**src/design/pid_position_or_delta_core_defines.svh**
```systemverilog
// assertion macros for the pid position/delta core
// used by the core top level; needs clk_i and rst_ni in the including module
`ifndef PID_POSITION_OR_DELTA_CORE_DEFINES_SVH
`define PID_POSITION_OR_DELTA_CORE_DEFINES_SVH

`ifndef SYNTHESIS
// clocked check, off while reset is asserted
`define PIDPD_ASSERT(lbl, prop, msg) \
  lbl: assert property (@(posedge clk_i) disable iff (!rst_ni) prop) else $error(msg);
// clocked check that also holds during reset
`define PIDPD_ASSERT_ALWAYS(lbl, prop, msg) \
  lbl: assert property (@(posedge clk_i) prop) else $error(msg);
`else
`define PIDPD_ASSERT(lbl, prop, msg)
`define PIDPD_ASSERT_ALWAYS(lbl, prop, msg)
`endif

`endif

```
**src/design/pidpd_pkg.sv**
```systemverilog
// shared types, register codes and the saturation helper of the pid core
// no dependencies
package pidpd_pkg;

  localparam int unsigned QSHIFT  = 8;
  localparam int unsigned SAMPLE_W = 16;
  localparam int unsigned GAIN_W  = 16;
  localparam int unsigned ERR_W   = SAMPLE_W + 1;
  localparam int unsigned LIMIT_W = 31;
  localparam int unsigned DRIVE_W = 32;
  localparam int unsigned SUM_W   = 34;
  localparam int unsigned ADDR_W  = 5;
  localparam int unsigned DATA_W  = 32;

  typedef enum logic [2:0] {
    REG_MODE      = 3'd0,
    REG_KP        = 3'd1,
    REG_KI        = 3'd2,
    REG_KD        = 3'd3,
    REG_MAX_OUT   = 3'd4,
    REG_MAX_INTEG = 3'd5
  } cfg_idx_e;

  typedef enum logic {
    MODE_POSITIONAL  = 1'b0,
    MODE_INCREMENTAL = 1'b1
  } pid_mode_e;

  typedef struct packed {
    pid_mode_e                 mode;
    logic signed [GAIN_W-1:0]  kp;
    logic signed [GAIN_W-1:0]  ki;
    logic signed [GAIN_W-1:0]  kd;
    logic        [LIMIT_W-1:0] max_out;
    logic        [LIMIT_W-1:0] max_integ;
  } cfg_t;

  typedef struct packed {
    logic signed [ERR_W-1:0]   err;
    logic signed [DRIVE_W-1:0] integral;
    logic signed [DRIVE_W-1:0] drive;
  } step_t;

  // symmetric saturation to +-m
  function automatic logic signed [DRIVE_W-1:0] sat(input logic signed [SUM_W-1:0] x,
                                                    input logic [LIMIT_W-1:0] m);
    logic signed [SUM_W-1:0] hi;
    logic signed [SUM_W-1:0] lo;
    logic signed [SUM_W-1:0] r;
    hi = $signed({{(SUM_W-LIMIT_W){1'b0}}, m});
    lo = -hi;
    if (x > hi) r = hi;
    else if (x < lo) r = lo;
    else r = x;
    return r[DRIVE_W-1:0];
  endfunction

endpackage

```
**src/design/pidpd_calc.sv**
```systemverilog
// one pid update: error, three gain products, integral clamp (positional mode) and output clamp
// depends on pidpd_pkg
module pidpd_calc import pidpd_pkg::*; (
  input  cfg_t                      cfg_i,
  input  logic signed [SAMPLE_W-1:0] feedback_i,
  input  logic signed [SAMPLE_W-1:0] setpoint_i,
  input  logic signed [ERR_W-1:0]   err1_i,
  input  logic signed [ERR_W-1:0]   err2_i,
  input  logic signed [DRIVE_W-1:0] integral_i,
  input  logic signed [DRIVE_W-1:0] held_i,
  output step_t                     step_o
);

  logic signed [ERR_W-1:0]   err;
  logic signed [ERR_W:0]     d1;      // e - e1
  logic signed [ERR_W+1:0]   d2;      // e - 2*e1 + e2
  logic signed [ERR_W:0]     p_op;
  logic signed [ERR_W+1:0]   d_op;
  logic signed [GAIN_W+ERR_W:0]   p_prod;
  logic signed [GAIN_W+ERR_W-1:0] i_prod;
  logic signed [GAIN_W+ERR_W+1:0] d_prod;
  logic signed [GAIN_W+ERR_W-QSHIFT:0]   p_term;
  logic signed [GAIN_W+ERR_W-QSHIFT-1:0] i_term;
  logic signed [GAIN_W+ERR_W-QSHIFT+1:0] d_term;
  logic signed [SUM_W-1:0]   int_sum;
  logic signed [DRIVE_W-1:0] int_sat;
  logic signed [SUM_W-1:0]   base;
  logic signed [SUM_W-1:0]   i_add;
  logic signed [SUM_W-1:0]   y_sum;
  logic                      incr;

  assign incr = (cfg_i.mode == MODE_INCREMENTAL);

  assign err = ERR_W'(setpoint_i) - ERR_W'(feedback_i);
  assign d1  = (ERR_W+1)'(err) - (ERR_W+1)'(err1_i);
  assign d2  = (ERR_W+2)'(err) - ((ERR_W+2)'(err1_i) <<< 1) + (ERR_W+2)'(err2_i);

  // proportional and derivative multipliers take the differenced error in delta mode
  assign p_op = incr ? d1 : (ERR_W+1)'(err);
  assign d_op = incr ? d2 : (ERR_W+2)'(d1);

  assign p_prod = (GAIN_W+ERR_W+1)'(cfg_i.kp) * (GAIN_W+ERR_W+1)'(p_op);
  assign i_prod = (GAIN_W+ERR_W)'(cfg_i.ki) * (GAIN_W+ERR_W)'(err);
  assign d_prod = (GAIN_W+ERR_W+2)'(cfg_i.kd) * (GAIN_W+ERR_W+2)'(d_op);

  // dropping the low bits is a floor shift
  assign p_term = p_prod[GAIN_W+ERR_W:QSHIFT];
  assign i_term = i_prod[GAIN_W+ERR_W-1:QSHIFT];
  assign d_term = d_prod[GAIN_W+ERR_W+1:QSHIFT];

  assign int_sum = SUM_W'(integral_i) + SUM_W'(i_term);
  assign int_sat = sat(int_sum, cfg_i.max_integ);

  assign base  = incr ? SUM_W'(held_i) : SUM_W'(int_sat);
  assign i_add = incr ? SUM_W'(i_term) : '0;
  assign y_sum = base + SUM_W'(p_term) + i_add + SUM_W'(d_term);

  assign step_o.err      = err;
  assign step_o.integral = incr ? DRIVE_W'(i_term) : int_sat;
  assign step_o.drive    = sat(y_sum, cfg_i.max_out);

endmodule

```
**src/design/pid_position_or_delta_core.sv**
```systemverilog
// top level of the positional / incremental pid core
// depends on pidpd_pkg, pidpd_calc and pid_position_or_delta_core_defines.svh

// usage
//   input channel: feedback_i and setpoint_i, one word per sample, in_valid_i / in_stall_o
//   output channel: drive_o, one word per sample, out_valid_o / out_stall_i
//   a word moves at a clock edge with valid high and stall low
//   registers (apb, byte address 4*i): mode, kp, ki, kd, max_out, max_integ;
//   write them only while no sample is in flight
//   path: an accepted word is held in the input register, then its update is
//   written into the drive register, which feeds drive_o
//   throughput: one sample per cycle while out_stall_i is low; the whole
//   update is one pass of three multipliers plus two clamped adds between
//   the input register and the drive register
//   stall: the drive register holds its word; the input register still takes
//   one more sample, then in_stall_o rises until the drive word is taken
//   reset: registers, error history, integral and held drive clear to zero,
//   both channels come up empty
`include "pid_position_or_delta_core_defines.svh"

module pid_position_or_delta_core import pidpd_pkg::*; (
  input  logic                       clk_i,
  input  logic                       rst_ni,
  // input samples
  input  logic                       in_valid_i,
  output logic                       in_stall_o,
  input  logic signed [SAMPLE_W-1:0] feedback_i,
  input  logic signed [SAMPLE_W-1:0] setpoint_i,
  // drive output
  output logic                       out_valid_o,
  input  logic                       out_stall_i,
  output logic signed [DRIVE_W-1:0]  drive_o,
  // register port
  input  logic                       psel,
  input  logic                       penable,
  input  logic                       pwrite,
  input  logic [ADDR_W-1:0]          paddr,
  input  logic [DATA_W-1:0]          pwdata,
  output logic [DATA_W-1:0]          prdata,
  output logic                       pready
);

  // configuration registers
  cfg_t cfg_q;
  logic cfg_wr;
  cfg_idx_e cfg_idx;

  // input stage
  logic                       s1_valid_q;
  logic signed [SAMPLE_W-1:0] fb_q;
  logic signed [SAMPLE_W-1:0] sp_q;

  // controller state; held_q doubles as the drive register
  logic                       out_valid_q;
  logic signed [ERR_W-1:0]    err1_q;
  logic signed [ERR_W-1:0]    err2_q;
  logic signed [DRIVE_W-1:0]  integ_q;
  logic signed [DRIVE_W-1:0]  held_q;

  logic  in_take;
  logic  adv;
  step_t step;

  // register port, zero wait states
  assign pready  = 1'b1;
  assign cfg_wr  = psel && penable && pwrite;
  assign cfg_idx = cfg_idx_e'(paddr[ADDR_W-1:2]);

  always_ff @(posedge clk_i or negedge rst_ni) begin
    if (!rst_ni) begin
      cfg_q <= '0;
    end else if (cfg_wr) begin
      unique case (cfg_idx)
        REG_MODE:      cfg_q.mode      <= pid_mode_e'(pwdata[0]);
        REG_KP:        cfg_q.kp        <= pwdata[GAIN_W-1:0];
        REG_KI:        cfg_q.ki        <= pwdata[GAIN_W-1:0];
        REG_KD:        cfg_q.kd        <= pwdata[GAIN_W-1:0];
        REG_MAX_OUT:   cfg_q.max_out   <= pwdata[LIMIT_W-1:0];
        REG_MAX_INTEG: cfg_q.max_integ <= pwdata[LIMIT_W-1:0];
        default: ;  // unmapped addresses ignore writes
      endcase
    end
  end

  // read mux, gains read back sign extended
  always_comb begin
    unique case (cfg_idx)
      REG_MODE:      prdata = DATA_W'(cfg_q.mode);
      REG_KP:        prdata = DATA_W'(cfg_q.kp);
      REG_KI:        prdata = DATA_W'(cfg_q.ki);
      REG_KD:        prdata = DATA_W'(cfg_q.kd);
      REG_MAX_OUT:   prdata = DATA_W'(cfg_q.max_out);
      REG_MAX_INTEG: prdata = DATA_W'(cfg_q.max_integ);
      default:       prdata = '0;
    endcase
  end

  // handshake: the input stage moves on whenever the drive register is free
  // or being emptied this cycle
  assign adv        = s1_valid_q && !(out_valid_q && out_stall_i);
  assign in_stall_o = s1_valid_q && out_valid_q && out_stall_i;
  assign in_take    = in_valid_i && !in_stall_o;

  always_ff @(posedge clk_i or negedge rst_ni) begin
    if (!rst_ni) begin
      s1_valid_q <= 1'b0;
    end else begin
      s1_valid_q <= in_take || (s1_valid_q && !adv);
    end
  end

  always_ff @(posedge clk_i) begin
    if (in_take) begin
      fb_q <= feedback_i;
      sp_q <= setpoint_i;
    end
  end

  // the full update for one sample
  pidpd_calc u_calc (
    .cfg_i      (cfg_q),
    .feedback_i (fb_q),
    .setpoint_i (sp_q),
    .err1_i     (err1_q),
    .err2_i     (err2_q),
    .integral_i (integ_q),
    .held_i     (held_q),
    .step_o     (step)
  );

  // state and drive register update together, so the next sample sees them
  always_ff @(posedge clk_i or negedge rst_ni) begin
    if (!rst_ni) begin
      out_valid_q <= 1'b0;
      err1_q      <= '0;
      err2_q      <= '0;
      integ_q     <= '0;
      held_q      <= '0;
    end else begin
      out_valid_q <= adv || (out_valid_q && out_stall_i);
      if (adv) begin
        err2_q  <= err1_q;
        err1_q  <= step.err;
        integ_q <= step.integral;
        held_q  <= step.drive;
      end
    end
  end

  assign out_valid_o = out_valid_q;
  assign drive_o     = held_q;

  // checks
  `PIDPD_ASSERT_ALWAYS(a_stall_only_when_full,
    in_stall_o |-> (s1_valid_q && out_valid_q), "input stalled with a free stage")
  `PIDPD_ASSERT(a_adv_fills_out,
    adv |=> out_valid_q, "advanced sample did not reach the drive register")
  `PIDPD_ASSERT(a_history_shift,
    adv |=> (err2_q == $past(err1_q)), "error history did not shift")
  `PIDPD_ASSERT(a_state_hold,
    !adv |=> ($stable(held_q) && $stable(integ_q) && $stable(err1_q)),
    "controller state changed without a sample")

endmodule

```
**config.mk**
```make
export PLATFORM = sky130hd
export DESIGN_NAME = pid_position_or_delta_core
export DESIGN_NICKNAME = d
export VERILOG_FILES = /design/src/design/pidpd_pkg.sv /design/src/design/pidpd_calc.sv /design/src/design/pid_position_or_delta_core.sv
export VERILOG_INCLUDE_DIRS = /design/src /design/src/design
export SDC_FILE = /design/constraint.sdc
export NUM_CORES = 2
export LEC_CHECK = 0
export BUFFER_PORTS_ARGS = -buffer_cell sky130_fd_sc_hd__buf_2
export CORE_MARGIN = 4
export CORE_UTILIZATION = 70
export CTS_CLUSTER_DIAMETER = 200
export DETAILED_ROUTE_END_ITERATION = 16
export GPL_TIMING_DRIVEN = 0
export PLACE_DENSITY = 0.87
export SYNTH_ARGS = -nofsm -noshare
export SYNTH_HDL_FRONTEND = slang
export SYNTH_SLANG_ARGS = --single-unit
```
**constraint.sdc**
```tcl
create_clock -name clk_i -period 28.5 [get_ports clk_i]
set_input_delay 1.425 -clock clk_i [delete_from_list [all_inputs] [get_ports clk_i]]
set_output_delay 1.425 -clock clk_i [all_outputs]
set_load 0.03 [all_outputs]
```
Word-level counts from Yosys, hierarchy flattened
Cells that the tools add are included.
{"block": "word_totals", "ff_bits": 243, "in_bits": 76, "elab_cells": 66}
{"block": "op_classes", "n_addsub": 10, "multipliers": 3, "order_cmp": 4, "n_eq_ne": 5, "muxes": 10, "reduce_logical": 20}
{"operator": "$pmux W32 S6", "count": 1}
{"operator": "$mux W32", "count": 5}
{"operator": "$mux W34", "count": 2}
{"operator": "$neg A31 Y34", "count": 2}
{"operator": "$mul A16 B19 Y35", "count": 1}
{"operator": "$add A34 B26 Y34", "count": 1}
{"operator": "$add A34 B27 Y34", "count": 1}
{"operator": "$add A34 B34 Y34", "count": 1}
{"operator": "$gt A34 B32 Y1", "count": 1}
{"operator": "$lt A33 B34 Y1", "count": 1}
{"operator": "$lt A34 B34 Y1", "count": 1}
{"operator": "$mul A16 B18 Y34", "count": 1}
{"operator": "$add A32 B25 Y33", "count": 1}
{"operator": "$gt A33 B32 Y1", "count": 1}
{"operator": "$mul A16 B17 Y33", "count": 1}
{"operator": "$add A19 B17 Y19", "count": 1}
{"operator": "$mux W19", "count": 1}
{"operator": "$sub A17 B18 Y19", "count": 1}
{"operator": "$mux W18", "count": 1}
{"operator": "$sub A17 B17 Y18", "count": 1}
{"operator": "$sub A16 B16 Y17", "count": 1}
{"operator": "$reduce_and A2 Y1", "count": 6}
{"operator": "$logic_and A1 B1 Y1", "count": 8}
{"operator": "$eq A3 B2 Y1 const B", "count": 2}
{"operator": "other kinds (5)", "count": 9}

Logic depth before layout (Yosys ltp)
{"block": "logic_depth", "word_depth": 13, "ltp_mapped": 96, "depth_no_buf": 90}

Cells and area by module
Synthesis repeated with hierarchy kept, for this count alone.
{"block": "unflattened", "cells_unflattened": 6091, "hier_area_um2": 56001.2}
{"module": "pidpd_calc", "n_inst": 1, "cells_per_inst": 5469, "area_per_inst_um2": 46086.7}
{"module": "pid_position_or_delta_core", "n_inst": 1, "cells_per_inst": 622, "area_per_inst_um2": 9914.5}

Least setup slack after synthesis
No wires, ideal clock.
{"block": "synth_timing", "path_type": "reg2reg", "startpoint": "register fb_q[0]", "endpoint": "register held_q[4], in the netlist drive_o[4]", "t_arrival_ns": 18.563, "required_time_ns": 28.368, "slack_ns": 9.805, "path_stages_with_launch": 85, "n_path_buf": 8, "period_less_slack_ns": 18.695, "path_cell_list": "edfxtp_1 -> ha_1 -> fa_1 -> nor2b_1 -> o21ai_0 -> a21boi_0 -> o21ai_0 -> a21boi_0 -> o21ai_0 -> a21oi_1 -> o211a_1 -> o21a_1 -> o21ai_0 -> a31oi_1 -> inv_1 -> clkbuf_1 -> nand2_1 -> inv_1 -> [49 not listed] -> a31oi_1 -> and2_1 -> o21ai_0 -> a41o_1 -> xnor2_1 -> clkbuf_1 -> inv_1 -> ha_1 -> nand4_1 -> or3_1 -> nor4_1 -> or2_2 -> clkbuf_1 -> clkbuf_1 -> clkbuf_1 -> nor2_1 -> o31ai_1 -> o21ai_1"}
{"element": "start: declaration", "line_no": "pid_position_or_delta_core.sv:50", "rtl": "logic signed [SAMPLE_W-1:0] fb_q;"}
{"element": "start signal: assignment", "line_no": "pid_position_or_delta_core.sv:114", "rtl": "fb_q <= feedback_i;"}
{"element": "end signal: assignment", "line_no": "pid_position_or_delta_core.sv:145", "rtl": "held_q <= step.drive;"}
{"element": "end: declaration", "line_no": "pid_position_or_delta_core.sv:58", "rtl": "logic signed [DRIVE_W-1:0] held_q;"}

==> implementation parameters <==
Parameter                              Value

Place
  Port-buffer cells ... around 140
  Final Wtd Congestion ... 1.050
  Post-DP HPWL ... 144600 um

Logic synthesis
  Syn Nets ... 7632
  Number of instances in the synthesized netlist ... 6112
  Unique cell type count in the Yosys netlist ... 80
  Share of synthesized registers carrying an async set or reset ... 86.83%
  Part of the Yosys area used for sequential elements ... approximately 12%
  Fraction of synthesized cell area taken by the top area cell type ... 35.15%
  Synthesis-stage register bit count ... 243
  Avg Cell Area, Syn ... 8.872 um2
  Number of enable flip-flop cells after synthesis ... 32
  Synth Flop Type ... dfrtp_1
  Synthesized cell area ... 54220 um2
  Cell taking the most area after synthesis ... fa_1
  Cells taking the most area after synthesis ... fa_1 (35%), ha_1 (11%), dfrtp_1 (9.7%), inv_1 (7.9%), nand2_1 (5.6%)
  Syn. warnings ... 0

Die
  Row count ... 101
  Core area ... 76330 um2
  Width of the die ... about 290 um
  Num ports ... 143
  Area of the die ... 81980 um2
  Starting density of the core ... 71.04%
  Height of the chip ... 286.3 um

Timing
  Min cycle time layout ... 25.26 ns
  Pins over their slew limit ... 0
  Layout Skew ... about 0.033 ns
  Final setup viols ... 0
  Slew at the pin with the worst max-slew slack ... 1.371 ns
  Final setup TNS ... 0 ns
  Share of the clock period used by the worst path ... 88.64%
  Fmax ... 39.58 MHz
  Setup repair after global routing missed its margin ... false
  Relative max-transition margin ... under 10%
  Number of hold violations in the final report ... 0

Layout
  Fraction of layout instances using a drive strength above 1 ... 5.615%
  Area grow syn2layout ... 5.720%
  Number of nets in the layout ... 7804
  Most common library cell in the layout ignoring fill and taps ... inv_1
  Commonest cells after routing, fill and taps aside ... inv_1 (1140), fa_1 (952), nand2_1 (814)
  FILL cells ... 5477
  Area occupied by registers ... 6241 um2
  Combined area of the multi-input logic cells ... between 40000 and 50000 um2

Setup path
  Worst Reg-to-Reg Cells ... 85
  Setup slack on the worst flop-to-flop path ... 3.24 ns
  Critical Path Max Stage Delay ... between 0.8 and 0.9 ns
  CP max stage cell ... a31oi_1
  Worst setup path endpoint ... drive_o[13]
  Crit path DAT ... about 26 ns
  Capture point of the worst reg-to-reg path ... drive_o[13]
  Critical path startpoint ... fb_q[0]
  Number of cells on the critical path ... 85
  Top cell family by delay on the critical path ... compound AO/OA/AOI/OAI gates
  Nature of the critical path startpoint ... flop
  Required time at the worst-slack endpoint ... 28.96 ns
  Kind of end point of the critical path ... flop
  Reg2Reg Launch Point ... fb_q[0]
  Buffers and inverters on the worst path ... 17
  Kind of critical path ... reg2reg
  Worst-path fanout max ... 12

Clock tree
  Clock Sinks ... ~240
  Number of gates resized after CTS ... 0
  Clock tree root buffer cell ... clkbuf_16
  TritonCTS Buffers ... 28
  TritonCTS clock tree ... done
  H-Tree Level Count ... 1
  Clk slew on worst S/H paths ... approximately 0.07 ns
  Clock tree buffer depth ... 3
  Post-CTS repair timing setup buffer count ... 0
  Number of hold-repair buffers added at the cts stage ... 0
  Clock Latency Late Sink ... just over 0.6 ns

Global routing
  First-pass GRT wire length ... 266100 um
  Grt total ovfl ... 0
  Number of global-route vias before repair ... 47280
  Antenna violations before repair ... 6
  Maximum number of pins on one net before global-route repair ... 126
  GR Util All Layers ... 42.70%

Hold path
  HP Class ... reg2reg

Route
  Post-DR wirelength/cell ... 23.61 um
  Pre-Repair DR Iteration Count ... 7
  Routed Wire Length ... 173300 um
  Post-DR vias/cell ... 6.257
  Overall via count from detail_route ... 45930
  DRC violations left ... 0
  Initial detailed-routing violation count ... between 5000 and 6000
  Remaining number of nets flagged by the antenna check after routing ... 0

Outcome
  Status ... finished, final reports clean

Flow run
  Number of max-cap violations ... 0
through the flow:
| step | setup WS [ns] | cells | util (%) | instance area, um2 | hold WS [ns] |
|---|---|---|---|---|---|
| 5_1_grt | 1.859 | 7337 | 75.10 | 57320 | 0.5409 |
| 3_3_place_gp | 4.451 | 7279 | 73.63 | 56200 | 0.4658 |
| 2_1_floorplan | 9.805 | 6112 | - | 54220 | 0.4498 |
| 3_5_place_dp | 4.125 | 7284 | 73.81 | 56340 | 0.4987 |
| 4_1_cts | 3.950 | 7335 | 75.09 | 57310 | 0.5146 |
| 6_report | 3.236 | 7340 | 75.10 | 57330 | 0.5148 |
sequential cells by signal, summed over array words and instances (netlist names):
name / count
cfg_q: 111
s1_valid_q: 1
integ_q: 32
err2_q: 17
sp_q: 16
drive_o: 32
err1_q: 17
out_valid_o: 1
fb_q: 16
worst register-to-register path: cells and delay by family, from the launching register on:
kind,cells,cell delay [ns]
flip-flops,1,0.36
adder cells (fa/ha/maj),15,6.48
AND/OR/NAND/NOR,13,3.01
buffers and inverters,17,4.53
AO/OA/AOI/OAI,37,9.08
XOR/XNOR,3,1.69
Yosys cell counts, types with 8 or more instances:
| master | count |
|---|---|
| a211oi_1 | 22 |
| a21boi_0 | 23 |
| a21o_1 | 95 |
| a21oi_1 | 185 |
| a221oi_1 | 11 |
| a22oi_1 | 18 |
| a31oi_1 | 39 |
| and2_1 | 319 |
| and3_1 | 30 |
| buf_1 | 15 |
| clkbuf_1 | 238 |
| dfrtp_1 | 211 |
| edfxtp_1 | 32 |
| fa_1 | 952 |
| ha_1 | 492 |
| inv_1 | 1140 |
| mux2_2 | 83 |
| mux2i_1 | 51 |
| nand2_1 | 814 |
| nand2b_1 | 39 |
| nand3_1 | 63 |
| nand3b_1 | 8 |
| nand4_1 | 42 |
| nor2_1 | 231 |
| nor2b_1 | 64 |
| nor3_1 | 72 |
| nor4_1 | 25 |
| o211ai_1 | 9 |
| o21a_1 | 37 |
| o21ai_0 | 255 |
| o21ai_1 | 19 |
| o21bai_1 | 14 |
| o22ai_1 | 20 |
| o311ai_2 | 10 |
| o31ai_1 | 24 |
| or2_2 | 43 |
| or3_1 | 20 |
| xnor2_1 | 174 |
| xor2_1 | 57 |
worst min-delay path by stage:
stage,startpoint,end,slack (ns),cells past startpoint
after global routing,s1_valid_q,out_valid_o,0.54,1
after floorplan,err1_q[16],err1_q[16],0.45,2
after detailed placement,s1_valid_q,out_valid_o,0.50,1
after global placement,err1_q[16],err1_q[16],0.47,2
after CTS,err1_q[15],err1_q[15],0.51,1
final,err1_q[15],err1_q[15],0.51,1
metal layers:
layer  global-route usage, %  part of all wire (%)
met2                   63.38                    42
met1                   51.95                    34
met5                       0                 0.017
met3                   16.01                    15
met4                   29.43                   8.9
cells by family (layout without fill, tap and decap cells):
logic type,Yosys count,count (layout),synth area share (%)
AND/OR/NAND/NOR,1794,1794,15.67
adder cells (fa/ha/maj),1445,1445,46.52
buffers and inverters,1406,1599,9.781
AO/OA/AOI/OAI,858,858,10.12
flip-flops,243,243,11.51
XOR/XNOR,231,231,3.731
multiplexers,134,134,2.665
other,1,6,0.006916
final cells by class:
class	count	area share (%)
antenna	5	0.02183
buffer	262	1.761
clock buffer	32	1.301
clock inverter	19	0.3972
inverter	1144	7.491
multi-input combinational	4463	74.55
sequential	243	10.89
tap	1030	2.248
timing repair buffer	142	1.340
Power is left out: the tool's default activity adds up to more than one toggle a clock period on the data nets, which glitch-free logic cannot reach.
